## config.mk

```make
export PLATFORM = sky130hd
export DESIGN_NAME = utf8_to_utf16_transcoder_core
export DESIGN_NICKNAME = d
export VERILOG_FILES = /design/src/u8u16_pkg.sv /design/src/u8u16_front.sv /design/src/u8u16_queue.sv /design/src/u8u16_back.sv /design/src/utf8_to_utf16_transcoder_core.sv
export SDC_FILE = /design/constraint.sdc
export NUM_CORES = 1
export LEC_CHECK = 0
export BUFFER_PORTS_ARGS = -buffer_cell sky130_fd_sc_hd__buf_4
export CAP_MARGIN = 20
export CORE_MARGIN = 4
export CORE_UTILIZATION = 50
export DETAILED_ROUTE_END_ITERATION = 7
export PLACE_DENSITY = 0.67
export SYNTH_ARGS = -nofsm -noshare
export SYNTH_HDL_FRONTEND = slang
export SYNTH_SLANG_ARGS = --single-unit
```

## constraint.sdc

```tcl
create_clock -name clk -period 7.2 [get_ports clk]
set_input_delay 0.72 -clock clk [delete_from_list [all_inputs] [get_ports clk]]
set_output_delay 0.72 -clock clk [all_outputs]
set_load 0.02 [all_outputs]
```

## src/u8u16_pkg.sv

```systemverilog
// ----------------------------------------------------------------------------
// u8u16_pkg
// Types, constants and helpers shared by the transcoder modules.
// ----------------------------------------------------------------------------
package u8u16_pkg;

    // Width of the internal byte counters; offsets saturate at all ones.
    localparam int OFFSET_BITS     = 16;
    // Width of the reported error offset.
    localparam int ERR_OFFSET_BITS = 16;
    localparam int SCALAR_BITS     = 21;
    localparam int UNIT_BITS       = 16;

    // Depth of the queue between the decoder and the output stage.
    localparam int QUEUE_DEPTH     = 4;
    localparam int QUEUE_PTR_BITS  = $clog2(QUEUE_DEPTH);
    localparam int QUEUE_CNT_BITS  = $clog2(QUEUE_DEPTH + 1);

    localparam logic [ERR_OFFSET_BITS-1:0] ERR_OFFSET_MAX = '1;

    typedef enum logic [2:0] {
        ERR_NONE      = 3'd0,
        ERR_TRUNCATED = 3'd1,
        ERR_NO_CONT   = 3'd2,
        ERR_OVERLONG3 = 3'd3,
        ERR_SURROGATE = 3'd4,
        ERR_OVERLONG4 = 3'd5,
        ERR_ABOVE_MAX = 3'd6,
        ERR_BAD_LEAD  = 3'd7
    } err_kind_t;

    // One decoded event: a finished scalar or an error.
    typedef struct packed {
        logic [SCALAR_BITS-1:0]     scalar;
        err_kind_t                  kind;
        logic [ERR_OFFSET_BITS-1:0] err_offset;
        logic                       string_end;
    } q_entry_t;

    typedef struct packed {
        logic empty;
        logic full;
    } q_status_t;

    function automatic logic [ERR_OFFSET_BITS-1:0] sat_offset(
        input logic [OFFSET_BITS-1:0] off
    );
        if (off > OFFSET_BITS'(ERR_OFFSET_MAX))
            return ERR_OFFSET_MAX;
        else
            return ERR_OFFSET_BITS'(off);
    endfunction

endpackage

```

## src/u8u16_front.sv

```systemverilog
// ----------------------------------------------------------------------------
// u8u16_front
// Byte decoder: tracks the open UTF-8 sequence and posts scalars or errors.
// ----------------------------------------------------------------------------
module u8u16_front
    import u8u16_pkg::*;
(
    input  logic       clk,
    input  logic       rst_n,
    input  logic       in_accept,
    input  logic [7:0] data_byte,
    input  logic       end_of_string,
    output logic       push,
    output q_entry_t   push_entry
);

    localparam logic [OFFSET_BITS-1:0] POS_MAX = '1;

    logic [1:0]             bytes_remaining_reg, bytes_remaining_next;
    logic [7:0]             lead_byte_reg, lead_byte_next;
    logic [7:0]             second_byte_reg, second_byte_next;
    logic [SCALAR_BITS-1:0] partial_reg, partial_next;
    logic [OFFSET_BITS-1:0] position_reg, position_next;
    logic [OFFSET_BITS-1:0] seq_start_reg, seq_start_next;
    logic                   discarding_reg, discarding_next;

    function automatic logic [1:0] cont_needed(input logic [7:0] lead);
        if (lead >= 8'hF0)
            return 2'd3;
        else if (lead >= 8'hE0)
            return 2'd2;
        else
            return 2'd1;
    endfunction

    always_comb
    begin
        err_kind_t              kind;
        logic [OFFSET_BITS-1:0] eoff;
        logic                   have_scalar;
        logic [SCALAR_BITS-1:0] scalar;

        kind        = ERR_NONE;
        eoff        = '0;
        have_scalar = 1'b0;
        scalar      = '0;

        bytes_remaining_next = bytes_remaining_reg;
        lead_byte_next       = lead_byte_reg;
        second_byte_next     = second_byte_reg;
        partial_next         = partial_reg;
        position_next        = position_reg;
        seq_start_next       = seq_start_reg;
        discarding_next      = discarding_reg;
        push                 = 1'b0;
        push_entry           = '0;

        if (in_accept)
        begin
            position_next = (position_reg == POS_MAX) ? position_reg
                                                      : position_reg + 1'b1;
            if (discarding_reg)
            begin
                if (end_of_string)
                begin
                    bytes_remaining_next = '0;
                    lead_byte_next       = '0;
                    second_byte_next     = '0;
                    partial_next         = '0;
                    position_next        = '0;
                    seq_start_next       = '0;
                    discarding_next      = 1'b0;
                end
            end
            else
            begin
                if (bytes_remaining_reg == 2'd0)
                begin
                    seq_start_next   = position_reg;
                    lead_byte_next   = data_byte;
                    second_byte_next = '0;
                    if (data_byte inside {[8'h00:8'h7F]})
                    begin
                        have_scalar = 1'b1;
                        scalar      = SCALAR_BITS'(data_byte);
                    end
                    else if (data_byte inside {[8'hC2:8'hDF]})
                    begin
                        bytes_remaining_next = 2'd1;
                        partial_next         = SCALAR_BITS'(data_byte[4:0]);
                    end
                    else if (data_byte inside {[8'hE0:8'hEF]})
                    begin
                        bytes_remaining_next = 2'd2;
                        partial_next         = SCALAR_BITS'(data_byte[3:0]);
                    end
                    else if (data_byte inside {[8'hF0:8'hF4]})
                    begin
                        bytes_remaining_next = 2'd3;
                        partial_next         = SCALAR_BITS'(data_byte[2:0]);
                    end
                    else
                    begin
                        kind = ERR_BAD_LEAD;
                        eoff = position_reg;
                    end
                end
                else if (data_byte[7:6] != 2'b10)
                begin
                    kind = ERR_NO_CONT;
                    eoff = position_reg;
                end
                else
                begin
                    if (bytes_remaining_reg == cont_needed(lead_byte_reg))
                        second_byte_next = data_byte;
                    partial_next = {partial_reg[SCALAR_BITS-7:0], data_byte[5:0]};
                    bytes_remaining_next = bytes_remaining_reg - 2'd1;
                    if (bytes_remaining_next == 2'd0)
                    begin
                        // Range checks only once the whole sequence is in.
                        if (lead_byte_reg == 8'hE0 && second_byte_next < 8'hA0)
                            kind = ERR_OVERLONG3;
                        else if (lead_byte_reg == 8'hED && second_byte_next >= 8'hA0)
                            kind = ERR_SURROGATE;
                        else if (lead_byte_reg == 8'hF0 && second_byte_next < 8'h90)
                            kind = ERR_OVERLONG4;
                        else if (lead_byte_reg == 8'hF4 && second_byte_next > 8'h8F)
                            kind = ERR_ABOVE_MAX;
                        if (kind != ERR_NONE)
                            eoff = seq_start_reg;
                        else
                        begin
                            have_scalar = 1'b1;
                            scalar      = partial_next;
                        end
                    end
                end

                if (kind == ERR_NONE && bytes_remaining_next != 2'd0 && end_of_string)
                begin
                    kind = ERR_TRUNCATED;
                    eoff = seq_start_next;
                end

                if (kind != ERR_NONE || have_scalar)
                begin
                    push                  = 1'b1;
                    push_entry.scalar     = (kind == ERR_NONE) ? scalar : '0;
                    push_entry.kind       = kind;
                    push_entry.err_offset = sat_offset(eoff);
                    push_entry.string_end = end_of_string;
                    if (have_scalar && kind == ERR_NONE)
                        partial_next = '0;
                    if (end_of_string)
                    begin
                        bytes_remaining_next = '0;
                        lead_byte_next       = '0;
                        second_byte_next     = '0;
                        partial_next         = '0;
                        position_next        = '0;
                        seq_start_next       = '0;
                        discarding_next      = 1'b0;
                    end
                    else if (kind != ERR_NONE)
                    begin
                        bytes_remaining_next = '0;
                        discarding_next      = 1'b1;
                    end
                end
            end
        end
    end

    always_ff @(posedge clk or negedge rst_n)
    begin
        if (!rst_n)
        begin
            bytes_remaining_reg <= '0;
            lead_byte_reg       <= '0;
            second_byte_reg     <= '0;
            partial_reg         <= '0;
            position_reg        <= '0;
            seq_start_reg       <= '0;
            discarding_reg      <= 1'b0;
        end
        else
        begin
            bytes_remaining_reg <= bytes_remaining_next;
            lead_byte_reg       <= lead_byte_next;
            second_byte_reg     <= second_byte_next;
            partial_reg         <= partial_next;
            position_reg        <= position_next;
            seq_start_reg       <= seq_start_next;
            discarding_reg      <= discarding_next;
        end
    end

endmodule

```

## src/u8u16_queue.sv

```systemverilog
// ----------------------------------------------------------------------------
// u8u16_queue
// Short first-in first-out queue of decoded events.
// ----------------------------------------------------------------------------
module u8u16_queue
    import u8u16_pkg::*;
(
    input  logic      clk,
    input  logic      rst_n,
    input  logic      push,
    input  q_entry_t  push_entry,
    input  logic      pop,
    output q_entry_t  head_entry,
    output q_status_t status
);

    q_entry_t                  entries_reg [QUEUE_DEPTH];
    logic [QUEUE_PTR_BITS-1:0] wr_ptr_reg, wr_ptr_next;
    logic [QUEUE_PTR_BITS-1:0] rd_ptr_reg, rd_ptr_next;
    logic [QUEUE_CNT_BITS-1:0] count_reg, count_next;
    logic                      do_push, do_pop;

    assign status.empty = (count_reg == '0);
    assign status.full  = (count_reg == QUEUE_CNT_BITS'(QUEUE_DEPTH));
    assign do_push      = push && !status.full;
    assign do_pop       = pop && !status.empty;
    assign head_entry   = entries_reg[rd_ptr_reg];

    always_comb
    begin
        wr_ptr_next = wr_ptr_reg;
        rd_ptr_next = rd_ptr_reg;
        count_next  = count_reg;
        if (do_push)
            wr_ptr_next = (wr_ptr_reg == QUEUE_PTR_BITS'(QUEUE_DEPTH - 1)) ? '0
                                                                        : wr_ptr_reg + 1'b1;
        if (do_pop)
            rd_ptr_next = (rd_ptr_reg == QUEUE_PTR_BITS'(QUEUE_DEPTH - 1)) ? '0
                                                                        : rd_ptr_reg + 1'b1;
        if (do_push && !do_pop)
            count_next = count_reg + 1'b1;
        else if (do_pop && !do_push)
            count_next = count_reg - 1'b1;
    end

    always_ff @(posedge clk)
    begin
        if (do_push)
            entries_reg[wr_ptr_reg] <= push_entry;
    end

    always_ff @(posedge clk or negedge rst_n)
    begin
        if (!rst_n)
        begin
            wr_ptr_reg <= '0;
            rd_ptr_reg <= '0;
            count_reg  <= '0;
        end
        else
        begin
            wr_ptr_reg <= wr_ptr_next;
            rd_ptr_reg <= rd_ptr_next;
            count_reg  <= count_next;
        end
    end

endmodule

```

## src/u8u16_back.sv

```systemverilog
// ----------------------------------------------------------------------------
// u8u16_back
// Output stage: turns queued events into UTF-16 beats, splitting pairs.
// ----------------------------------------------------------------------------
module u8u16_back
    import u8u16_pkg::*;
(
    input  logic                       clk,
    input  logic                       rst_n,
    input  q_entry_t                   head_entry,
    input  q_status_t                  status,
    output logic                       pop,
    input  logic                       out_ready,
    output logic                       out_valid,
    output logic [UNIT_BITS-1:0]       code_unit,
    output err_kind_t                  error_kind,
    output logic [ERR_OFFSET_BITS-1:0] error_offset,
    output logic                       run_last,
    output logic                       string_done
);

    logic                       valid_reg, valid_next;
    logic                       pair_low_reg, pair_low_next;
    logic [UNIT_BITS-1:0]       unit_reg, unit_next;
    err_kind_t                  kind_reg, kind_next;
    logic [ERR_OFFSET_BITS-1:0] offset_reg, offset_next;
    logic                       last_reg, last_next;
    logic                       done_reg, done_next;
    logic                       load;
    logic [SCALAR_BITS-1:0]     supp;

    assign load = !valid_reg || out_ready;
    assign supp = head_entry.scalar - SCALAR_BITS'(21'h10000);

    always_comb
    begin
        valid_next    = valid_reg;
        pair_low_next = pair_low_reg;
        unit_next     = unit_reg;
        kind_next     = kind_reg;
        offset_next   = offset_reg;
        last_next     = last_reg;
        done_next     = done_reg;
        pop           = 1'b0;
        if (load)
        begin
            valid_next = !status.empty;
            if (!status.empty)
            begin
                kind_next   = head_entry.kind;
                offset_next = head_entry.err_offset;
                if (pair_low_reg)
                begin
                    // Low surrogate: 0xDC00 plus the bottom ten bits.
                    unit_next     = {6'b110111, supp[9:0]};
                    last_next     = 1'b1;
                    done_next     = head_entry.string_end;
                    pair_low_next = 1'b0;
                    pop           = 1'b1;
                end
                else if (head_entry.kind != ERR_NONE)
                begin
                    unit_next = '0;
                    last_next = 1'b1;
                    done_next = 1'b1;
                    pop       = 1'b1;
                end
                else if (head_entry.scalar[SCALAR_BITS-1:UNIT_BITS] != '0)
                begin
                    // High surrogate first; the entry stays for its partner.
                    unit_next     = {6'b110110, supp[19:10]};
                    last_next     = 1'b0;
                    done_next     = 1'b0;
                    pair_low_next = 1'b1;
                end
                else
                begin
                    unit_next = head_entry.scalar[UNIT_BITS-1:0];
                    last_next = 1'b1;
                    done_next = head_entry.string_end;
                    pop       = 1'b1;
                end
            end
        end
    end

    always_ff @(posedge clk or negedge rst_n)
    begin
        if (!rst_n)
        begin
            valid_reg    <= 1'b0;
            pair_low_reg <= 1'b0;
        end
        else
        begin
            valid_reg    <= valid_next;
            pair_low_reg <= pair_low_next;
        end
    end

    always_ff @(posedge clk)
    begin
        unit_reg   <= unit_next;
        kind_reg   <= kind_next;
        offset_reg <= offset_next;
        last_reg   <= last_next;
        done_reg   <= done_next;
    end

    assign out_valid    = valid_reg;
    assign code_unit    = unit_reg;
    assign error_kind   = kind_reg;
    assign error_offset = offset_reg;
    assign run_last     = last_reg;
    assign string_done  = done_reg;

endmodule

```

## src/utf8_to_utf16_transcoder_core.sv

```systemverilog
// ----------------------------------------------------------------------------
// utf8_to_utf16_transcoder_core
// Strict UTF-8 to UTF-16 transcoder with a decoupled decoder and output stage.
// ----------------------------------------------------------------------------
//
// Channel   Dir  Beat contents
// s_*       in   tdata[7:0] data byte, tlast end of string
// m_*       out  tdata code unit and error offset, tlast last beat of the byte,
//                tuser error kind and end-of-string flag
//
// The block takes one byte per cycle whenever the event queue has room.
// A decoded event is queued, then loaded into the output register; a
// four-byte scalar yields two beats (high then low surrogate) from one
// queue entry, so the output stage, not the decoder, sets the beat rate.
// A stalled m_tready fills the four-entry queue, after which s_tready drops.
// Reset clears the sequence state, byte counters, queue and output valid.
//
module utf8_to_utf16_transcoder_core
    import u8u16_pkg::*;
(
    input  logic        clk,
    input  logic        rst_n,
    input  logic        s_tvalid,
    output logic        s_tready,
    input  logic [7:0]  s_tdata,   // [7:0] data_byte
    input  logic        s_tlast,   // end_of_string
    output logic        m_tvalid,
    input  logic        m_tready,
    output logic [31:0] m_tdata,   // [15:0] code_unit, [31:16] error_offset
    output logic        m_tlast,   // run_last
    output logic [3:0]  m_tuser    // [2:0] error_kind, [3] string_done
);

    logic      in_accept;
    logic      push;
    q_entry_t  push_entry;
    logic      pop;
    q_entry_t  head_entry;
    q_status_t q_status;
    err_kind_t error_kind;
    logic [UNIT_BITS-1:0]       code_unit;
    logic [ERR_OFFSET_BITS-1:0] error_offset;
    logic                       string_done;

    // The decoder never stalls on its own; only a full queue holds off input.
    assign s_tready  = !q_status.full;
    assign in_accept = s_tvalid && s_tready;

    u8u16_front u_front (
        .clk           (clk),
        .rst_n         (rst_n),
        .in_accept     (in_accept),
        .data_byte     (s_tdata),
        .end_of_string (s_tlast),
        .push          (push),
        .push_entry    (push_entry)
    );

    u8u16_queue u_queue (
        .clk        (clk),
        .rst_n      (rst_n),
        .push       (push),
        .push_entry (push_entry),
        .pop        (pop),
        .head_entry (head_entry),
        .status     (q_status)
    );

    u8u16_back u_back (
        .clk          (clk),
        .rst_n        (rst_n),
        .head_entry   (head_entry),
        .status       (q_status),
        .pop          (pop),
        .out_ready    (m_tready),
        .out_valid    (m_tvalid),
        .code_unit    (code_unit),
        .error_kind   (error_kind),
        .error_offset (error_offset),
        .run_last     (m_tlast),
        .string_done  (string_done)
    );

    assign m_tdata = {error_offset, code_unit};
    assign m_tuser = {string_done, error_kind};

endmodule

```

==> impl_metrics.py, run 1 <==
metrics = {
    "status": {
        "status": "finished clean",
    },
    "sta": {
        "skew_ps": 11.38,
        "period_share_pct": 68.34,
        "tightest_slew_ps": 1108,
        "tns_ps": 0,
        "final-hold-violation-count": 0,
        "setup_viol": 0,
        "fmax_mhz": 203.2,
        "rsz0062_at_grt": "no",
        "slew_headroom_pct": 25.87,
        "slew_violations": 0,
        "worst_slack_ps": 2279,
        "finalWorstPathRequiredPeriod_ps": 4921,
    },
    "clocking": {
        "cts_tree": "yes",
        "path_clk_slew_ps": 60,
        "cts_resized": 0,
        "cts_inserted_buffers": 27,
        "root_buffer": "clkbuf_16",
        "clkLatencyLatePin_ps": 540,
        "cts_setup_buffers": 0,
        "clock_sinks": 272,
        "ctsHoldBuffers": 0,
        "clock_path_buffers": 3,
        "htreeDepth": 1,
    },
    "worst_setup_path": {
        "r2r_cells": 15,
        "cp.arrival_ps": 5380,
        "crit_chain": "inv_1, ha_1, nand2_1, or3_1, a31oi_1, o21a_1, or2_1, nand3_1, inv_1, ha_1, inv_1, fa_1, xor2_1, nor2_1, xor2_1",
        "crit_path_max_incr_delay_ps": 740,
        "cp.depth": 15,
        "end_kind": "register",
        "start_kind": "register",
        "cp.required_ps": 7660,
        "slowest_stage": "ha_1",
        "crit_family": "simple AND/OR/NAND/NOR gates",
        "path_buf_inv": 3,
        "reg2reg_slack_ps": 2280,
        "critPathMaxFanout": 25,
        "cpMostUsedCell": "inv_1",
        "crit_type": "reg2reg",
    },
    "layout": {
        "fin_nets": 874,
        "fillers": 1800,
        "drive_above_1_share_pct": 19.31,
        "syn2layout_area_growth_pct": 13.52,
        "largest_reg_flops": 164,
        "final_util_pct": 57.51,
        "antennaDiodeCount": 0,
    },
    "placed_design": {
        "gp_congestion": 0.8591,
        "dp_hpwl_mm": 15.49,
        "pre_cts_ws_ps": 2023,
        "numPortBuffers": 51,
    },
    "global_route": {
        "use_met3_pct": 2.690,
        "grt_pass1_wl_mm": 38.13,
        "use_met1_pct": 26.21,
        "first_global_vias": 6987,
        "grt_max_degree": 72,
        "gr-total-overflow": 0,
        "grt_util_met2_pct": 30.02,
        "grt_usage_pct": 18.23,
        "top_usage_layer": "met2",
        "antenna_found_initial": 0,
    },
    "drt": {
        "drt_iter0_drc": 758,
        "wirelength_mm": 23.76,
        "viasPerCell": 5.876,
        "drc": 0,
        "dr_total_vias": 6986,
        "wire_per_inst_um": 19.98,
        "drtPass1Iterations": 5,
        "ant_nets": 0,
    },
    "floorplan": {
        "io_pins": 52,
        "die_y_um": 161.8,
        "dieArea_um2": 26170,
        "die_x_um": 161.8,
        "rows": 56,
        "core-area_um2": 23330,
        "start_util_pct": 50.66,
    },
    "yosys": {
        "yosysUniqueCellTypes": 66,
        "avgSynthCellArea_um2": 14.68,
        "yosys_warnings": 0,
        "netlist_area_um2": 11820,
        "synthesis.nets": 830,
        "seq_area_frac_synth_pct": 66.09,
        "synthArstFlopShare_pct": 26.10,
        "ys_ff_latch": 272,
        "synth_ff_type": "edfxtp_1",
        "syn_inst": 805,
        "synth_edf_count": 201,
    },
    "flow_run": {
        "maxCapViolations": 0,
    },
    "hold_path": {
        "hold_class": "in2async",
    },
    "power": {
        "ir_drop_uv": 188.6,
        "power.density_nw_per_um2": 383.0,
        "fin_total_pwr_uw": 5139,
        "leakage_uw": 0.004805,
    },
}
-- layout make-up --
class                   instances  area, µm²  share of cell area, %
well taps                     319      399.1                  2.974
inverters                      28      105.1                 0.7832
clock buffers                  31      700.7                  5.221
clock inverters                19      186.4                  1.389
repair buffers                 62      523.0                  3.897
flip-flops and latches        272       7814                  58.23
multi-input cells             458       3691                  27.51
-- layer usage --
metal | share of wire, % | vias to the layer above
met4 | 1.9 | 0
met1 | 45 | 3567
met3 | 5.0 | 39
li1 | - | 3203
met5 | 0 | -
met2 | 49 | 177
-- cell families after synthesis --
logic type / count (synthesis) / synth area share, %
DFF: 272 / 66.09
and+or+nand+nor: 205 / 9.029
AOI/OAI and AO/OA: 170 / 10.40
buffers and inverters: 75 / 2.826
muxes: 55 / 9.134
xor gates and xnor gates: 16 / 1.185
adders and majority gates: 12 / 1.334
-- through the flow --
stage / instances / hold WS (ps) / instance area [µm²]
5_1_grt: 1189 / 366.9 / 13420
6_report: 1189 / 293.0 / 13420
3_5_place_dp: 1133 / 489.2 / 12440
3_3_place_gp: 1131 / 477.1 / 12410
4_1_cts: 1183 / 340.5 / 13320
2_1_floorplan: 805 / 424.4 / 11820
-- Yosys cell counts, types with 3 or more instances --
| master | instances | share of area (%) |
|---|---|---|
| a211oi_1 | 4 | 0.25 |
| a32o_1 | 8 | 0.68 |
| xor2_1 | 10 | 0.74 |
| nand2b_1 | 5 | 0.26 |
| nand3b_1 | 3 | 0.19 |
| nor2b_1 | 3 | 0.16 |
| a21o_1 | 7 | 0.44 |
| nor2_1 | 36 | 1.1 |
| a22oi_1 | 16 | 1.0 |
| mux4_2 | 41 | 7.8 |
| and3_1 | 3 | 0.16 |
| o21a_1 | 8 | 0.51 |
| a22o_1 | 32 | 2.4 |
| xnor2_1 | 6 | 0.44 |
| dfrtp_1 | 71 | 15 |
| buf_4 | 5 | 0.32 |
| a21oi_1 | 32 | 1.4 |
| nor3_1 | 17 | 0.72 |
| and4b_1 | 3 | 0.25 |
| nand2_1 | 57 | 1.8 |
| mux2_2 | 3 | 0.29 |
| o22ai_1 | 7 | 0.37 |
| inv_1 | 27 | 0.86 |
| mux2i_1 | 10 | 0.85 |
| buf_1 | 3 | 0.095 |
| clkbuf_1 | 22 | 0.70 |
| a31oi_1 | 8 | 0.42 |
| nand3_1 | 16 | 0.68 |
| buf_2 | 15 | 0.64 |
| and2_1 | 30 | 1.6 |
| ha_1 | 11 | 1.2 |
| o21ai_0 | 27 | 1.1 |
| or3_1 | 7 | 0.37 |
| edfxtp_1 | 201 | 51 |
| o211ai_1 | 4 | 0.25 |
| nand4_1 | 11 | 0.58 |
-- layout by cell type (no fill, tap or decap), types with 10 or more instances in the layout --
master and instances:
ha_1 11, mux2i_1 10, edfxtp_1 201, clkbuf_16 27
nand4_1 11, a22oi_1 16, and2_1 26, o21ai_0 27
xor2_1 10, nand3_1 16, dfrtp_1 70, nor3_1 17
inv_1 27, nor2_1 36, a21oi_1 31, nand2_1 57
buf_4 57, a22o_1 32, mux4_2 41
-- worst reg2reg max path, delay by kind of cell (launching register included) --
family	cells	cell delay [ps]
compound gates	2	490
xor+xnor	2	340
fa+ha+maj	3	1360
buf+inv	3	540
flops	1	470
simple gates	5	1650
-- final timing paths --
kind,from,to
setup / recovery,u_front.bytes_remaining_reg[0],u_queue.count_reg[2]
hold / removal,rst_n,u_queue.rd_ptr_reg[0]
setup reg to reg,u_front.bytes_remaining_reg[0],u_queue.count_reg[2]
hold reg to reg,u_front.lead_byte_reg[1],u_front.lead_byte_reg[1]
max in group asynchronous,rst_n,u_front.second_byte_reg[5]
min in group clk,m_tready,u_back.out_valid
-- power breakdown --
group          switching (µW)  total [µW]  internal, µW
clock                     579        1390           809
combinational             889        1530           637
sequential                167        2230          2060
(Power assumes the default switching activity.)
==> inputs of run 2 (changes only) <==
==> constraint.sdc (replaced) <==
create_clock -name clk -period 4.73 [get_ports clk]
set_input_delay 0.473 -clock clk [delete_from_list [all_inputs] [get_ports clk]]
set_output_delay 0.473 -clock clk [all_outputs]
set_load 0.02 [all_outputs]
==> run 2 against run 1 <==
Against the previous run:
- via count decreased by 0.92%
- total power increased by 53%
- clock skew decreased by 2.0 ps
- wire length increased by 0.89%
- critical path type unchanged
- critical endpoint unchanged
- largest cell class unchanged
==> impl_metrics.py, run 2 (synthesis results as in run 1) <==
metrics = {
    "clocking": {
        "clkLatencyLatePin_ps": 520,
        "cts_resized": 0,
        "path_clk_slew_ps": 60,
        "root_buffer": "clkbuf_16",
        "clock_path_buffers": 3,
        "htreeDepth": 1,
        "ctsHoldBuffers": 0,
        "cts_setup_buffers": 0,
        "cts_inserted_buffers": 28,
        "clock_sinks": 272,
        "cts_tree": "yes",
    },
    "power": {
        "ir_drop_uv": 337.5,
        "power.density_nw_per_um2": 583.7,
        "leakage_uw": 0.004858,
        "fin_total_pwr_uw": 7863,
    },
    "worst_setup_path": {
        "cp.depth": 17,
        "path_buf_inv": 6,
        "cp.arrival_ps": 4360,
        "critPathLaunch": "u_front.bytes_remaining_reg[0]",
        "cp.required_ps": 5170,
        "r2r_cells": 17,
        "crit_chain": "inv_1, ha_1, buf_4, inv_1, o211ai_1, a32oi_1, o21a_1, or2_1, nand3_1, buf_4, inv_1, ha_1, inv_1, fa_1, xor2_1, nor2_1, xor2_1",
        "r2r_start": "u_front.bytes_remaining_reg[0]",
        "slowest_stage": "dfrtp_1",
        "crit_type": "reg2reg",
        "end_kind": "register",
        "cp-endpoint": "u_queue.count_reg[2]",
        "critPathMaxFanout": 19,
        "reg2reg_slack_ps": 810,
        "rr_endpoint": "u_queue.count_reg[2]",
        "crit_family": "buffers and inverters",
        "crit_path_max_incr_delay_ps": 510,
        "cpMostUsedCell": "inv_1",
        "start_kind": "register",
    },
    "floorplan": {
        "start_util_pct": 50.66,
        "die_y_um": 161.8,
        "io_pins": 52,
        "dieArea_um2": 26170,
        "die_x_um": 161.8,
        "core-area_um2": 23330,
        "rows": 56,
    },
    "sta": {
        "tightest_slew_ps": 982.9,
        "hold_ws_ps": 83.89,
        "slew_violations": 0,
        "tns_ps": 0,
        "setup_viol": 0,
        "fmax_mhz": 255.1,
        "slew_headroom_pct": 34.47,
        "final-hold-violation-count": 0,
        "period_share_pct": 82.89,
        "rsz0062_at_grt": "no",
        "skew_ps": 9.364,
        "finalWorstPathRequiredPeriod_ps": 3921,
    },
    "layout": {
        "syn2layout_area_growth_pct": 13.95,
        "layoutNonFillerInstCount": 1196,
        "layout_commonest_cell": "edfxtp_1",
        "final_cell_mix": "edfxtp_1 (201), dfrtp_1 (70), buf_4 (65), nand2_1 (57), mux4_2 (41)",
        "final_util_pct": 57.73,
        "largest_reg_flops": 164,
        "antennaDiodeCount": 0,
        "fin_nets": 881,
        "drive_above_1_share_pct": 20.18,
        "fillers": 1785,
    },
    "drt": {
        "drtPass1Iterations": 5,
        "dr_wl_met3_um": 985,
        "viasPerCell": 5.788,
        "top_layer": "met4",
        "drc": 0,
        "wirelength_mm": 23.97,
        "dr_total_vias": 6922,
        "wire_per_inst_um": 20.04,
        "drt_iter0_drc": 653,
        "met1_length_mm": 10.81,
        "ant_nets": 0,
        "wl_met2_mm": 11.80,
    },
    "flow_run": {
        "maxCapViolations": 0,
    },
    "global_route": {
        "gr-total-overflow": 0,
        "grt_pass1_wl_mm": 39.12,
        "grt_usage_pct": 18.63,
        "antenna_found_initial": 0,
        "grt_max_degree": 72,
        "first_global_vias": 7244,
    },
    "placed_design": {
        "dp_hpwl_mm": 16.28,
        "gp_congestion": 0.8617,
        "numPortBuffers": 51,
        "placedCellCount": 1144,
    },
    "status": {
        "status": "finished clean",
    },
    "hold_path": {
        "hold_class": "in2async",
    },
}
==> run 2: worst min-delay path by stage <==
| stage | start | end | slack (ps) | depth (start not counted) |
|---|---|---|---|---|
| 6_report | rst_n | u_back.pair_low_reg | 80 | 1 |
| 5_1_grt | rst_n | u_back.pair_low_reg | 160 | 1 |
| 4_1_cts | rst_n | u_back.pair_low_reg | 120 | 1 |
| 3_5_place_dp | u_front.lead_byte_reg[1] | u_front.lead_byte_reg[1] | 490 | 1 |
| 3_3_place_gp | u_queue.count_reg[2] | u_queue.count_reg[2] | 490 | 1 |
| 2_1_floorplan | rst_n | u_back.out_valid | 180 | 0 |
==> run 2: final cells by class <==
type                    instances  area [µm²]  share of cell area, %
clock inverters                12       110.1                 0.8174
well taps                     319       399.1                  2.963
multi-input cells             458        3691                  27.40
flip-flops and latches        272        7814                  58.01
clock buffers                  39       803.3                  5.963
inverters                      28       105.1                 0.7802
repair buffers                 68       548.0                  4.068
==> run 2: through the flow <==
stage	cell area, µm²	setup WS [ps]
after CTS	13460	810.8
after global placement	12550	1015
final	13470	809.5
after global routing	13470	523.7
after floorplan	11820	754.0
after detailed placement	12550	830.0
==> run 2: power by group <==
part	switching (µW)	internal [µW]	leakage (µW)
registers	285	3140	0.00283
logic	1320	979	0.00158
clock network	853	1290	0.000454
==> run 2: worst reg2reg max path, delay by kind of cell, from the launching register on <==
family / cells / cell delay, ps
AOI/OAI and AO/OA: 3 / 660
xor gates and xnor gates: 2 / 340
adders and majority gates: 3 / 900
buffers and inverters: 6 / 930
DFF: 1 / 510
and+or+nand+nor: 3 / 510
==> run 2: metal layers <==
layer | up-vias | track usage (%)
met5 | - | 0
met4 | 0 | 3.922
met3 | 32 | 2.563
met2 | 154 | 31.68
met1 | 3529 | 26.11
li1 | 3207 | -
